**config.mk**
```make
export PLATFORM = sky130hd
export DESIGN_NAME = msc_ctrl
export DESIGN_NICKNAME = d
export VERILOG_FILES = /design/src/hw/rtl/msc_pkg.sv /design/src/hw/rtl/msc_ctrl.sv
export SDC_FILE = /design/constraint.sdc
export NUM_CORES = 1
export LEC_CHECK = 0
export BUFFER_PORTS_ARGS = -buffer_cell sky130_fd_sc_hd__buf_2
export CORE_ASPECT_RATIO = 2
export CORE_MARGIN = 8
export CORE_UTILIZATION = 60
export DETAILED_ROUTE_END_ITERATION = 6
export HOLD_SLACK_MARGIN = 0.06
export PLACE_DENSITY = 0.86
export SLEW_MARGIN = 15
export SYNTH_ARGS = -nofsm -noshare
export SYNTH_HDL_FRONTEND = slang
export SYNTH_SLANG_ARGS = --single-unit
```
**constraint.sdc**
```tcl
create_clock -name clk -period 4.2 [get_ports clk]
set_input_delay 0.63 -clock clk [delete_from_list [all_inputs] [get_ports clk]]
set_output_delay 0.63 -clock clk [all_outputs]
set_load 0.005 [all_outputs]
```
**src/hw/rtl/msc_pkg.sv**
```systemverilog
package msc_pkg;

  localparam int MAX_SECTIONS = 24;
  localparam int SEC_W        = 5;
  localparam int PT_DEPTH     = MAX_SECTIONS * 2;
  localparam int PT_AW        = $clog2(PT_DEPTH);
  localparam int WORD_W       = 96;
  localparam int DAMP_W       = 17;
  localparam logic [DAMP_W-1:0] ONE_Q16 = DAMP_W'(65536);

  // item commands
  localparam logic CMD_LOAD = 1'b0;
  localparam logic CMD_TICK = 1'b1;

  // configuration register indexes
  localparam logic [1:0] REG_TENSION  = 2'd0;
  localparam logic [1:0] REG_DAMPING  = 2'd1;
  localparam logic [1:0] REG_GRAVITY  = 2'd2;
  localparam logic [1:0] REG_SECTIONS = 2'd3;

  // component codes
  localparam logic [1:0] COMP_X = 2'd0;
  localparam logic [1:0] COMP_Y = 2'd1;
  localparam logic [1:0] COMP_Z = 2'd2;

  typedef enum logic [3:0] {
    OP_NONE,
    OP_LOAD,
    OP_PRE,
    OP_PCAP,
    OP_RD,
    OP_CAP,
    OP_DMP,
    OP_SQ,
    OP_BT,
    OP_AT,
    OP_ACC,
    OP_WB,
    OP_PWR,
    OP_EMIT
  } op_t;

  typedef struct packed {
    op_t              op;
    logic [SEC_W-1:0] sec;
    logic             side;
    logic [1:0]       comp;
    logic             second;
    logic             last;
  } cmd_t;

  function automatic logic [PT_AW-1:0] pt_addr(input logic [SEC_W-1:0] sec, input logic side);
    pt_addr = PT_AW'({sec, side});
  endfunction

  function automatic logic signed [31:0] sat32(input logic signed [65:0] x);
    if (x > 66'sd2147483647) begin
      sat32 = 32'sh7fffffff;
    end else if (x < -66'sd2147483648) begin
      sat32 = 32'sh80000000;
    end else begin
      sat32 = x[31:0];
    end
  endfunction

  function automatic logic signed [31:0] comp_sel(input logic [WORD_W-1:0] w,
                                                  input logic [1:0] c);
    case (c)
      COMP_X:  comp_sel = w[31:0];
      COMP_Y:  comp_sel = w[63:32];
      COMP_Z:  comp_sel = w[95:64];
      default: comp_sel = w[31:0];
    endcase
  endfunction

endpackage

```
**src/hw/rtl/msc_ctrl.sv**
```systemverilog
module msc_ctrl (
  input  logic                    clk,
  input  logic                    rst_n,
  input  logic                    in_valid,
  output logic                    in_ready,
  input  logic                    in_command,
  input  logic [msc_pkg::SEC_W-1:0] in_section,
  input  logic                    in_side,
  input  logic [msc_pkg::SEC_W-1:0] section_count,
  output logic                    out_valid,
  input  logic                    out_ready,
  output msc_pkg::cmd_t           cmd
);

  typedef enum logic [12:0] {
    ST_IDLE = 13'b0000000000001,
    ST_PRE  = 13'b0000000000010,
    ST_PCAP = 13'b0000000000100,
    ST_RD   = 13'b0000000001000,
    ST_CAP  = 13'b0000000010000,
    ST_DMP  = 13'b0000000100000,
    ST_SQ   = 13'b0000001000000,
    ST_BT   = 13'b0000010000000,
    ST_AT   = 13'b0000100000000,
    ST_ACC  = 13'b0001000000000,
    ST_WB   = 13'b0010000000000,
    ST_PWR  = 13'b0100000000000,
    ST_EMIT = 13'b1000000000000
  } state_t;

  localparam logic [msc_pkg::SEC_W-1:0] SEC_MAX = msc_pkg::SEC_W'(msc_pkg::MAX_SECTIONS);
  localparam logic [msc_pkg::SEC_W-1:0] SEC_TWO = msc_pkg::SEC_W'(2);
  localparam logic [msc_pkg::SEC_W-1:0] SEC_ONE = msc_pkg::SEC_W'(1);

  state_t                      state_r, state_nxt;
  logic [msc_pkg::SEC_W-1:0]   s_r, s_nxt;
  logic [msc_pkg::SEC_W-1:0]   n_r, n_nxt;
  logic                        sd_r, sd_nxt;
  logic [1:0]                  c_r, c_nxt;
  logic                        second_r, second_nxt;
  logic                        out_valid_r, out_valid_nxt;
  logic [msc_pkg::SEC_W-1:0]   n_clamp;
  logic                        last;

  assign in_ready  = (state_r == ST_IDLE);
  assign out_valid = out_valid_r;
  assign last      = (s_r == n_r - SEC_TWO) && sd_r;

  always_comb begin
    if (section_count < SEC_TWO) begin
      n_clamp = SEC_TWO;
    end else if (section_count > SEC_MAX) begin
      n_clamp = SEC_MAX;
    end else begin
      n_clamp = section_count;
    end
  end

  always_comb begin
    state_nxt     = state_r;
    s_nxt         = s_r;
    n_nxt         = n_r;
    sd_nxt        = sd_r;
    c_nxt         = c_r;
    second_nxt    = second_r;
    out_valid_nxt = out_valid_r && !out_ready;
    cmd.op        = msc_pkg::OP_NONE;
    cmd.sec       = s_r;
    cmd.side      = sd_r;
    cmd.comp      = c_r;
    cmd.second    = second_r;
    cmd.last      = last;
    case (state_r)
      ST_IDLE: begin
        if (in_valid) begin
          if (in_command == msc_pkg::CMD_LOAD) begin
            if (in_section < SEC_MAX) begin
              cmd.op   = msc_pkg::OP_LOAD;
              cmd.sec  = in_section;
              cmd.side = in_side;
            end
          end else begin
            n_nxt = n_clamp;
            if (n_clamp > SEC_TWO) begin
              s_nxt     = SEC_ONE;
              sd_nxt    = 1'b0;
              state_nxt = ST_PRE;
            end
          end
        end
      end
      ST_PRE: begin
        cmd.op    = msc_pkg::OP_PRE;
        state_nxt = ST_PCAP;
      end
      ST_PCAP: begin
        cmd.op    = msc_pkg::OP_PCAP;
        state_nxt = ST_RD;
      end
      ST_RD: begin
        cmd.op     = msc_pkg::OP_RD;
        c_nxt      = msc_pkg::COMP_X;
        second_nxt = 1'b0;
        state_nxt  = ST_CAP;
      end
      ST_CAP: begin
        cmd.op    = msc_pkg::OP_CAP;
        state_nxt = ST_DMP;
      end
      ST_DMP: begin
        cmd.op    = msc_pkg::OP_DMP;
        state_nxt = ST_SQ;
      end
      ST_SQ: begin
        cmd.op    = msc_pkg::OP_SQ;
        state_nxt = ST_BT;
      end
      ST_BT: begin
        cmd.op    = msc_pkg::OP_BT;
        state_nxt = ST_AT;
      end
      ST_AT: begin
        cmd.op    = msc_pkg::OP_AT;
        state_nxt = ST_ACC;
      end
      ST_ACC: begin
        cmd.op = msc_pkg::OP_ACC;
        if (!second_r) begin
          second_nxt = 1'b1;
          state_nxt  = ST_SQ;
        end else begin
          state_nxt = ST_WB;
        end
      end
      ST_WB: begin
        cmd.op     = msc_pkg::OP_WB;
        second_nxt = 1'b0;
        if (c_r == msc_pkg::COMP_Z) begin
          state_nxt = ST_PWR;
        end else begin
          c_nxt     = c_r + 2'd1;
          state_nxt = ST_CAP;
        end
      end
      ST_PWR: begin
        cmd.op    = msc_pkg::OP_PWR;
        state_nxt = ST_EMIT;
      end
      ST_EMIT: begin
        if (!out_valid_r || out_ready) begin
          cmd.op        = msc_pkg::OP_EMIT;
          out_valid_nxt = 1'b1;
          if (last) begin
            state_nxt = ST_IDLE;
          end else if (!sd_r) begin
            sd_nxt    = 1'b1;
            state_nxt = ST_RD;
          end else begin
            sd_nxt    = 1'b0;
            s_nxt     = s_r + SEC_ONE;
            state_nxt = ST_RD;
          end
        end
      end
      default: begin
        state_nxt = ST_IDLE;
      end
    endcase
  end

  always_ff @(posedge clk) begin
    if (!rst_n) begin
      state_r     <= ST_IDLE;
      s_r         <= SEC_ONE;
      n_r         <= SEC_MAX;
      sd_r        <= 1'b0;
      c_r         <= msc_pkg::COMP_X;
      second_r    <= 1'b0;
      out_valid_r <= 1'b0;
    end else begin
      state_r     <= state_nxt;
      s_r         <= s_nxt;
      n_r         <= n_nxt;
      sd_r        <= sd_nxt;
      c_r         <= c_nxt;
      second_r    <= second_nxt;
      out_valid_r <= out_valid_nxt;
    end
  end

endmodule

```
==> flow_metrics.py, run 1 <==
metrics = {
    "run_status": {
        "status": "finished clean",
    },
    "sta": {
        "fin_crit_ns": 3.230,
        "hold_viol": 0,
        "slew_violations": 0,
        "max_freq_mhz": 309.6,
        "max-slew-margin-rel": 0.3513,
        "fin_skew_ns": 0.002177,
        "timing.final.crit_share": 0.7692,
        "setup_viol": 0,
        "fin_tns_setup_ns": 0,
        "worstMarginPinSlew_ns": 0.9642,
        "rsz0062_at_grt": "false",
    },
    "cells_and_area": {
        "layout_commonest_cell": "buf_2",
        "register_area_sq_um": 560.5,
        "nets": 265,
        "layout-drive-gt1-share": 0.2041,
        "multi_input_area_sq_um": 1142,
        "area_delta_synth_final_pct": 9.135,
        "mostFrequentLayoutCells": "31 x buf_2, 28 x dfxtp_1, 23 x nor2_1",
        "fillers": 271,
        "post-route-util": 0.6756,
        "diodes": 0,
    },
    "hold_path": {
        "holdPathStages": 2,
        "hp-class": "register to register",
    },
    "synthesis": {
        "ys_async_sr_fraction": 0,
        "syn-cell-area_sq_um": 1822,
        "yosysTopAreaCell": "dfxtp_1",
        "synth_nets": 244,
        "synth_sequential_area_ratio": 0.3077,
        "synth_seq_cells": 28,
        "netlist_top_cells_area": "dfxtp_1 31%, nor2_1 4.7%, nand2_1 4.5%",
        "yosys.area.top_type_share": 0.3077,
        "synth.avg_cell_area_sq_um": 8.097,
        "yosys_warnings": 0,
        "post_synth_num_cell_types": 49,
        "synth-edff-count": 0,
        "postSynthCellCount": 225,
        "synthFlopType": "dfxtp_1",
    },
    "cts": {
        "post_cts_resize_count": 0,
        "numCtsBuffers": 3,
        "path_clk_slew_ns": 0.09,
        "clockRootBuffer": "clkbuf_8",
        "clockBufferDepth": 2,
        "cts_tree": "yes",
        "cts.sinks": 28,
        "hold_buffers": 0,
        "postCtsSetupBuffers": 0,
        "insertion_delay_ns": 0.27,
        "htreeDepth": 1,
    },
    "route": {
        "drtIter0Drc": 56,
        "ant_nets": 0,
        "post_drt_via_cell_ratio": 6.389,
        "totalWireLength_microns": 4686,
        "wl_per_cell_microns": 17.04,
        "drc_errors": 0,
        "drt-pass1-iter-count": 4,
        "via_count": 1757,
    },
    "global_routing": {
        "grt_pass1_wl_microns": 7569,
        "antenna_found_initial": 0,
        "gr-usage-all-layers": 0.1880,
        "grt_overflow": 0,
        "grt_pass1_vias": 1692,
        "grt_max_degree": 16,
    },
    "power_and_ir_drop": {
        "irDropWorstVdd_v": 0.0003140,
        "power_w": 0.0006075,
        "p_per_area_nw_per_um2": 305.5,
        "leakagePower_nw": 0.8202,
    },
    "worst_setup_path": {
        "path_delay_family": "simple AND/OR/NAND/NOR gates",
        "critical_path_required_ns": 3.57,
        "crit_path_start_kind": "register",
        "crit_slowest_cell": "or4_4",
        "path_buf_inv": 1,
        "path_depth": 5,
        "criticalPathCategory": "register to output pin",
        "endpoint_kind": "output pin",
        "worstRegToRegCells": 4,
        "crit_fanout": 10,
        "slowest_delay_ns": 0.61,
        "path_cells": "or3_1 -> or4_4 -> nand4bb_4 -> mux2_4 -> buf_2",
        "arrival_ns": 2.60,
    },
    "floorplanning": {
        "core_region_area_sq_um": 2943,
        "ioPinCount": 32,
        "initial_utilization": 0.6190,
        "die-area_sq_um": 5163,
        "num_rows": 28,
        "die_w_microns": 54.97,
        "die_h_microns": 93.93,
    },
    "run": {
        "drv_cap": 0,
    },
    "placement": {
        "portBuffers": 31,
        "gp_congestion": 0.9191,
        "dp_hpwl_microns": 3775,
    },
}
[layer usage]
metal  GRT usage  vias up  wire, microns  share of wire
li1            -      866              -              -
met1      0.1847      825           1676           0.36
met2      0.3489       51           2645           0.56
met3     0.02540       15            165          0.035
met4     0.09274        0            197          0.042
met5           0        -              0              0
[area by class of cell]
cell class,count,share of cell area
Clock buffer,4,0.02769
Inverter,8,0.01510
Multi-Input combinational cell,173,0.5746
Sequential cell,28,0.2819
Tap cell,30,0.01888
Timing Repair Buffer,32,0.08181
[worst paths after layout]
kind / startpoint / to / slack, ns
hold / removal: second_r / state_r[10] / 0.49
hold reg to reg: second_r / state_r[10] / 0.49
setup reg to reg: state_r[9] / c_r[0] / 1.79
setup / recovery: state_r[9] / cmd[5] / 0.97
[where the power goes]
| part | switching (W) | internal, W | leakage, nW |
|---|---|---|---|
| registers | 0.0000120 | 0.000275 | 0.227 |
| clock network | 0.0000809 | 0.0000838 | 0.0288 |
| logic | 0.0000842 | 0.0000713 | 0.565 |
| total | 0.000177 | 0.000430 | 0.820 |
[state kept, by name, summed over array words and instances (netlist names)]
signal,cells
out_valid,1
second_r,1
n_r,5
sd_r,1
c_r,2
state_r,13
s_r,5
[cell families after synthesis]
family                   count (synthesis)  share of synthesized area
XOR/XNOR                                12                    0.05770
flip-flops                              28                     0.3077
multiplexers                             9                    0.06113
buffers and inverters                   24                    0.06524
AND/OR/NAND/NOR                        118                     0.3764
AO/OA/AOI/OAI                           31                     0.1113
adder cells (fa/ha/maj)                  3                    0.02061
[synth_stat cells, types with 2 or more instances]
master	n
dfxtp_1	28
nor2_1	23
mux2i_1	4
or4_1	2
ha_1	3
or4_4	2
xnor2_1	9
inv_1	8
o21ai_0	7
and2_1	2
buf_6	2
nor4b_1	4
nor4_1	12
nand2_1	22
a21oi_1	10
or4b_2	3
nand4_1	6
nor3_1	13
or3_1	6
nand2b_1	4
nand3_1	7
xor2_1	3
mux2_4	4
nand4b_1	4
clkbuf_1	9
buf_4	3
a211oi_1	3
[worst register-to-register path: stages (launching register included)]
cell and delay, ns:
dfxtp_1 0.43, or3_1 0.55, nor4_1 0.88, nor2_1 0.17, a31o_2 0.29
[through the flow]
stage / instance area (sq um) / std cells / hold slack [ns] / setup slack [ns]
finish: 1988 / 275 / 0.4897 / 0.9695
global route: 1988 / 275 / 0.5155 / 0.8686
CTS: 1988 / 275 / 0.4899 / 0.9772
detailed placement: 1933 / 271 / 0.4744 / 1.277
global placement: 1933 / 271 / 0.4740 / 1.305
floorplan: 1822 / 225 / 0.4425 / 1.400
(Power assumes the default switching activity.)
==> run 2: changes to the inputs <==
--- a/config.mk
+++ b/config.mk
@@ -8,10 +8,10 @@
 export BUFFER_PORTS_ARGS = -buffer_cell sky130_fd_sc_hd__buf_2
 export CORE_ASPECT_RATIO = 2
 export CORE_MARGIN = 8
-export CORE_UTILIZATION = 60
+export CORE_UTILIZATION = 56
 export DETAILED_ROUTE_END_ITERATION = 6
 export HOLD_SLACK_MARGIN = 0.06
-export PLACE_DENSITY = 0.86
+export PLACE_DENSITY = 0.81
 export SLEW_MARGIN = 15
 export SYNTH_ARGS = -nofsm -noshare
 export SYNTH_HDL_FRONTEND = slang
==> constraint.sdc (replaced) <==
create_clock -name clk -period 3.3 [get_ports clk]
set_input_delay 0.495 -clock clk [delete_from_list [all_inputs] [get_ports clk]]
set_output_delay 0.495 -clock clk [all_outputs]
set_load 0.005 [all_outputs]
==> run 2 against run 1 <==
Against the previous run:
- global-route usage shrank 1.2 points
- routed wire length grew 3.1%
- count of clock-buffer cells in the layout is the same
- worst hold slack gained 0.0069 ns
- via count grew 0.28%
- non-clock buffer count grew 1
- final cell count grew 0.73%
- register-to-register slack lost 0.83 ns
- first-iteration DRC count grew 30%
==> flow_metrics.py, run 2 (same netlist as run 1, synthesis figures left out) <==
metrics = {
    "run_status": {
        "status": "finished clean",
    },
    "global_routing": {
        "grt_overflow": 0,
        "gr-usage-all-layers": 0.1757,
        "grt_max_degree": 16,
        "use_met2": 0.3313,
        "antenna_found_initial": 0,
        "use_met3": 0.02225,
        "grt_pass1_vias": 1805,
        "busiest_layer": "met2",
        "grt_pass1_wl_microns": 8059,
        "met1_usage": 0.1645,
    },
    "worst_setup_path": {
        "critical_path_required_ns": 2.80,
        "path_cells": "or3_1 -> or4_4 -> nand4bb_4 -> mux2_4 -> buf_2",
        "r2r-end": "c_r[0]",
        "crit_fanout": 10,
        "slowest_delay_ns": 0.60,
        "crit_end": "cmd[5]",
        "crit_slowest_cell": "or4_4",
        "arrival_ns": 2.61,
        "worstRegToRegCells": 5,
        "path_buf_inv": 1,
        "crit_start": "state_r[9]",
        "path_delay_family": "simple AND/OR/NAND/NOR gates",
        "r2r_start": "state_r[5]",
        "crit_path_start_kind": "register",
        "r2r_slack_ns": 0.96,
        "criticalPathCategory": "register to output pin",
        "endpoint_kind": "output pin",
        "path_depth": 5,
    },
    "cts": {
        "numCtsBuffers": 3,
        "clockRootBuffer": "clkbuf_8",
        "cts.sinks": 28,
        "clockBufferDepth": 2,
        "post_cts_resize_count": 0,
        "insertion_delay_ns": 0.27,
        "hold_buffers": 0,
        "htreeDepth": 1,
        "path_clk_slew_ns": 0.09,
        "cts_tree": "yes",
        "postCtsSetupBuffers": 0,
    },
    "sta": {
        "slew_violations": 0,
        "setup_viol": 0,
        "max_freq_mhz": 321.8,
        "max-slew-margin-rel": 0.3597,
        "worstMarginPinSlew_ns": 0.9517,
        "rsz0062_at_grt": "false",
        "hold_viol": 0,
        "fin_tns_setup_ns": 0,
        "fin_crit_ns": 3.107,
        "fin_skew_ns": 0.002128,
        "timing.final.crit_share": 0.9416,
    },
    "floorplanning": {
        "num_rows": 29,
        "initial_utilization": 0.5771,
        "ioPinCount": 32,
        "die-area_sq_um": 5445,
        "core_region_area_sq_um": 3157,
        "die_h_microns": 96.66,
        "die_w_microns": 56.33,
    },
    "hold_path": {
        "hp-class": "primary input to register",
    },
    "cells_and_area": {
        "layout-drive-gt1-share": 0.2073,
        "largest_reg_flops": 13,
        "mostFrequentLayoutCells": "31 x buf_2, 28 x dfxtp_1, 23 x nor2_1",
        "largest-register": "state_r",
        "layout_commonest_cell": "buf_2",
        "diodes": 0,
        "area_delta_synth_final_pct": 9.616,
        "largestRegisters": "state_r (13), n_r (5), s_r (5)",
        "nets": 266,
    },
    "route": {
        "ant_nets": 0,
        "via_count": 1762,
        "totalWireLength_microns": 4830,
        "drt-pass1-iter-count": 4,
        "drc_errors": 0,
        "wl_per_cell_microns": 17.44,
        "drtIter0Drc": 73,
        "post_drt_via_cell_ratio": 6.361,
    },
    "power_and_ir_drop": {
        "power_w": 0.0007769,
        "p_per_area_nw_per_um2": 389.1,
        "irDropWorstVdd_v": 0.0002856,
        "leakagePower_nw": 0.8256,
    },
    "placement": {
        "portBuffers": 31,
        "dp_hpwl_microns": 3877,
        "gp_congestion": 0.9584,
    },
    "run": {
        "drv_cap": 0,
    },
}
-- run 2: metal layers --
metal | vias up | routed length, microns | part of all wire
met5 | - | 0 | 0
met4 | 0 | 233 | 0.048
met3 | 22 | 243 | 0.050
met2 | 67 | 2687 | 0.56
met1 | 811 | 1666 | 0.34
li1 | 862 | - | -
-- run 2: area by class of cell --
type,count,area (sq um)
fillers,290,1160
multi-input cells,173,1142
flip-flops and latches,28,560.5
repair buffers,33,170.2
clock buffers,4,55.05
well taps,31,38.79
inverters,8,30.03
-- run 2: worst min-delay path by stage --
| stage | cells after the start | startpoint | endpoint |
|---|---|---|---|
| floorplan | 2 | second_r | state_r[10] |
| global placement | 2 | second_r | state_r[10] |
| detailed placement | 2 | second_r | state_r[10] |
| CTS | 3 | section_count[4] | n_r[4] |
| global route | 3 | section_count[4] | n_r[4] |
| finish | 3 | section_count[4] | n_r[4] |
-- run 2: power breakdown --
| part | internal [W] | total [W] | leakage (nW) | switching [W] |
|---|---|---|---|---|
| sequential | 0.000350 | 0.000367 | 0.227 | 0.0000165 |
| combinational | 0.0000908 | 0.000198 | 0.570 | 0.000107 |
| clock | 0.000107 | 0.000212 | 0.0288 | 0.000105 |
| total | 0.000548 | 0.000777 | 0.826 | 0.000229 |
-- run 2: worst register-to-register path, delay by kind of cell (launching register included) --
family | cells | cell delay, ns
simple gates | 4 | 1.57
flops | 1 | 0.42
compound gates | 1 | 0.25
-- run 2: stage by stage --
| step | area, sq um | setup WS, ns | cells | util | hold slack, ns |
|---|---|---|---|---|---|
| 2_1_floorplan | 1822 | 0.6351 | 225 | - | 0.4425 |
| 3_3_place_gp | 1942 | 0.5404 | 273 | 0.6151 | 0.4754 |
| 3_5_place_dp | 1942 | 0.5086 | 273 | 0.6151 | 0.4906 |
| 4_1_cts | 1997 | 0.1982 | 277 | 0.6326 | 0.4951 |
| 5_1_grt | 1997 | 0.1076 | 277 | 0.6326 | 0.5140 |
| 6_report | 1997 | 0.1929 | 277 | 0.6326 | 0.4967 |
==> run 3: changes to the inputs <==
--- a/config.mk
+++ b/config.mk
@@ -8,10 +8,10 @@
 export BUFFER_PORTS_ARGS = -buffer_cell sky130_fd_sc_hd__buf_2
 export CORE_ASPECT_RATIO = 2
 export CORE_MARGIN = 8
-export CORE_UTILIZATION = 56
+export CORE_UTILIZATION = 60
 export DETAILED_ROUTE_END_ITERATION = 6
 export HOLD_SLACK_MARGIN = 0.06
-export PLACE_DENSITY = 0.81
+export PLACE_DENSITY = 0.86
 export SLEW_MARGIN = 15
 export SYNTH_ARGS = -nofsm -noshare
 export SYNTH_HDL_FRONTEND = slang
==> constraint.sdc (replaced) <==
create_clock -name clk -period 3.9 [get_ports clk]
set_input_delay 0.585 -clock clk [delete_from_list [all_inputs] [get_ports clk]]
set_output_delay 0.585 -clock clk [all_outputs]
set_load 0.005 [all_outputs]
==> run 3 against run 2 <==
Against the previous run:
- first-iteration DRC count decreased by 23%
- core utilization increased by 4.6 points
- design area about the same
- routed wire length decreased by 2.3%
- count of clock-buffer cells in the layout unchanged
- critical path type unchanged
==> flow_metrics.py, run 3 (same netlist as run 1, synthesis figures left out) <==
metrics = {
    "cells_and_area": {
        "layout-drive-gt1-share": 0.2073,
        "area_delta_synth_final_pct": 9.546,
        "instances_no_fill": 276,
        "layout_commonest_cell": "buf_2",
        "diodes": 0,
        "mostFrequentLayoutCells": "31 x buf_2, 28 x dfxtp_1, 23 x nor2_1",
        "largestRegisters": "state_r (13), n_r (5), s_r (5)",
        "largest_reg_flops": 13,
        "nets": 266,
        "largest-register": "state_r",
    },
    "cts": {
        "insertion_delay_ns": 0.27,
        "postCtsSetupBuffers": 0,
        "post_cts_resize_count": 0,
        "cts_tree": "yes",
        "numCtsBuffers": 3,
        "path_clk_slew_ns": 0.09,
        "hold_buffers": 0,
        "clockBufferDepth": 2,
        "htreeDepth": 1,
        "cts.sinks": 28,
        "clockRootBuffer": "clkbuf_8",
    },
    "sta": {
        "rsz0062_at_grt": "false",
        "fin_crit_ns": 3.198,
        "max-slew-margin-rel": 0.3950,
        "fin_tns_setup_ns": 0,
        "slew_violations": 0,
        "setup_viol": 0,
        "timing.final.crit_share": 0.8200,
        "worstMarginPinSlew_ns": 0.8934,
        "fin_skew_ns": 0.005002,
        "max_freq_mhz": 312.7,
        "hold_viol": 0,
    },
    "worst_setup_path": {
        "endpoint_kind": "output pin",
        "crit_slowest_cell": "or4_4",
        "crit_fanout": 10,
        "slowest_delay_ns": 0.61,
        "path_buf_inv": 1,
        "path_delay_family": "simple AND/OR/NAND/NOR gates",
        "crit_path_start_kind": "register",
        "criticalPathCategory": "register to output pin",
        "arrival_ns": 2.61,
        "path_cells": "or3_1 -> or4_4 -> nand4bb_4 -> mux2_4 -> buf_2",
        "critical_path_required_ns": 3.31,
    },
    "placement": {
        "dp_hpwl_microns": 3778,
        "gp_congestion": 0.9229,
        "dp.cells": 272,
        "portBuffers": 31,
    },
    "floorplanning": {
        "initial_utilization": 0.6190,
        "num_rows": 28,
        "die-area_sq_um": 5163,
        "die_w_microns": 54.97,
        "ioPinCount": 32,
        "die_h_microns": 93.93,
        "core_region_area_sq_um": 2943,
    },
    "route": {
        "post_drt_via_cell_ratio": 6.366,
        "wl_per_cell_microns": 17.10,
        "via_count": 1757,
        "drtIter0Drc": 56,
        "drc_errors": 0,
        "ant_nets": 0,
        "drt-pass1-iter-count": 5,
        "totalWireLength_microns": 4719,
    },
    "power_and_ir_drop": {
        "leakagePower_nw": 0.8256,
        "irDropWorstVdd_v": 0.0002457,
        "p_per_area_nw_per_um2": 330.2,
    },
    "run_status": {
        "status": "finished clean",
    },
    "global_routing": {
        "grt_pass1_vias": 1723,
        "grt_overflow": 0,
        "grt_pass1_wl_microns": 7700,
        "antenna_found_initial": 0,
        "grt_max_degree": 16,
        "gr-usage-all-layers": 0.1925,
    },
    "run": {
        "drv_cap": 0,
    },
    "hold_path": {
        "hp-class": "register to register",
    },
}
## run 3: worst reg2reg max path, cell delays in order, from the launching register on
cell      delay (ns)
dfxtp_1         0.42
or3_1           0.55
or4_4           0.61
o21ai_0         0.34
nand2b_1        0.24
a21oi_1         0.06
## run 3: per-layer routing
metal	vias up	GRT usage	part of all wire	wire [microns]
met1	820	0.1807	0.36	1721
met3	20	0.03016	0.027	128
met2	50	0.3498	0.56	2640
li1	867	-	-	-
met5	-	0	0	0
met4	0	0.1230	0.049	229
## run 3: path summary, 6_finish.rpt
kind	slack, ns	start	cells past startpoint	end
max reg2reg	1.58	state_r[9]	5	state_r[3]
max	0.70	state_r[9]	5	cmd[6]
min reg2reg	0.49	second_r	2	state_r[10]
min	0.49	second_r	2	state_r[10]
## run 3: cell type report
| class | count | area [sq um] |
|---|---|---|
| tap | 30 | 37.54 |
| clock buffer | 4 | 55.05 |
| multi-input combinational | 173 | 1142 |
| sequential | 28 | 560.5 |
| fill | 272 | 947.2 |
| timing repair buffer | 33 | 170.2 |
| inverter | 8 | 30.03 |
## run 3: power by group
part	switching (W)	total (W)	internal (W)
Clock	0.0000898	0.000180	0.0000904
Sequential	0.0000132	0.000310	0.000296
Combinational	0.0000924	0.000169	0.0000768
## run 3: per-stage QoR
| stage | hold slack (ns) | setup WS [ns] | total power, W | util | cell area, sq um |
|---|---|---|---|---|---|
| 2_1_floorplan | 0.4425 | 1.145 | 0.0004338 | - | 1822 |
| 3_3_place_gp | 0.4745 | 1.051 | 0.0004782 | 0.6594 | 1941 |
| 3_5_place_dp | 0.4682 | 1.025 | 0.0004823 | 0.6594 | 1941 |
| 4_1_cts | 0.4862 | 0.7212 | 0.0006580 | 0.6781 | 1996 |
| 5_1_grt | 0.5135 | 0.5959 | 0.0006879 | 0.6781 | 1996 |
| 6_report | 0.4854 | 0.7022 | 0.0006589 | 0.6781 | 1996 |
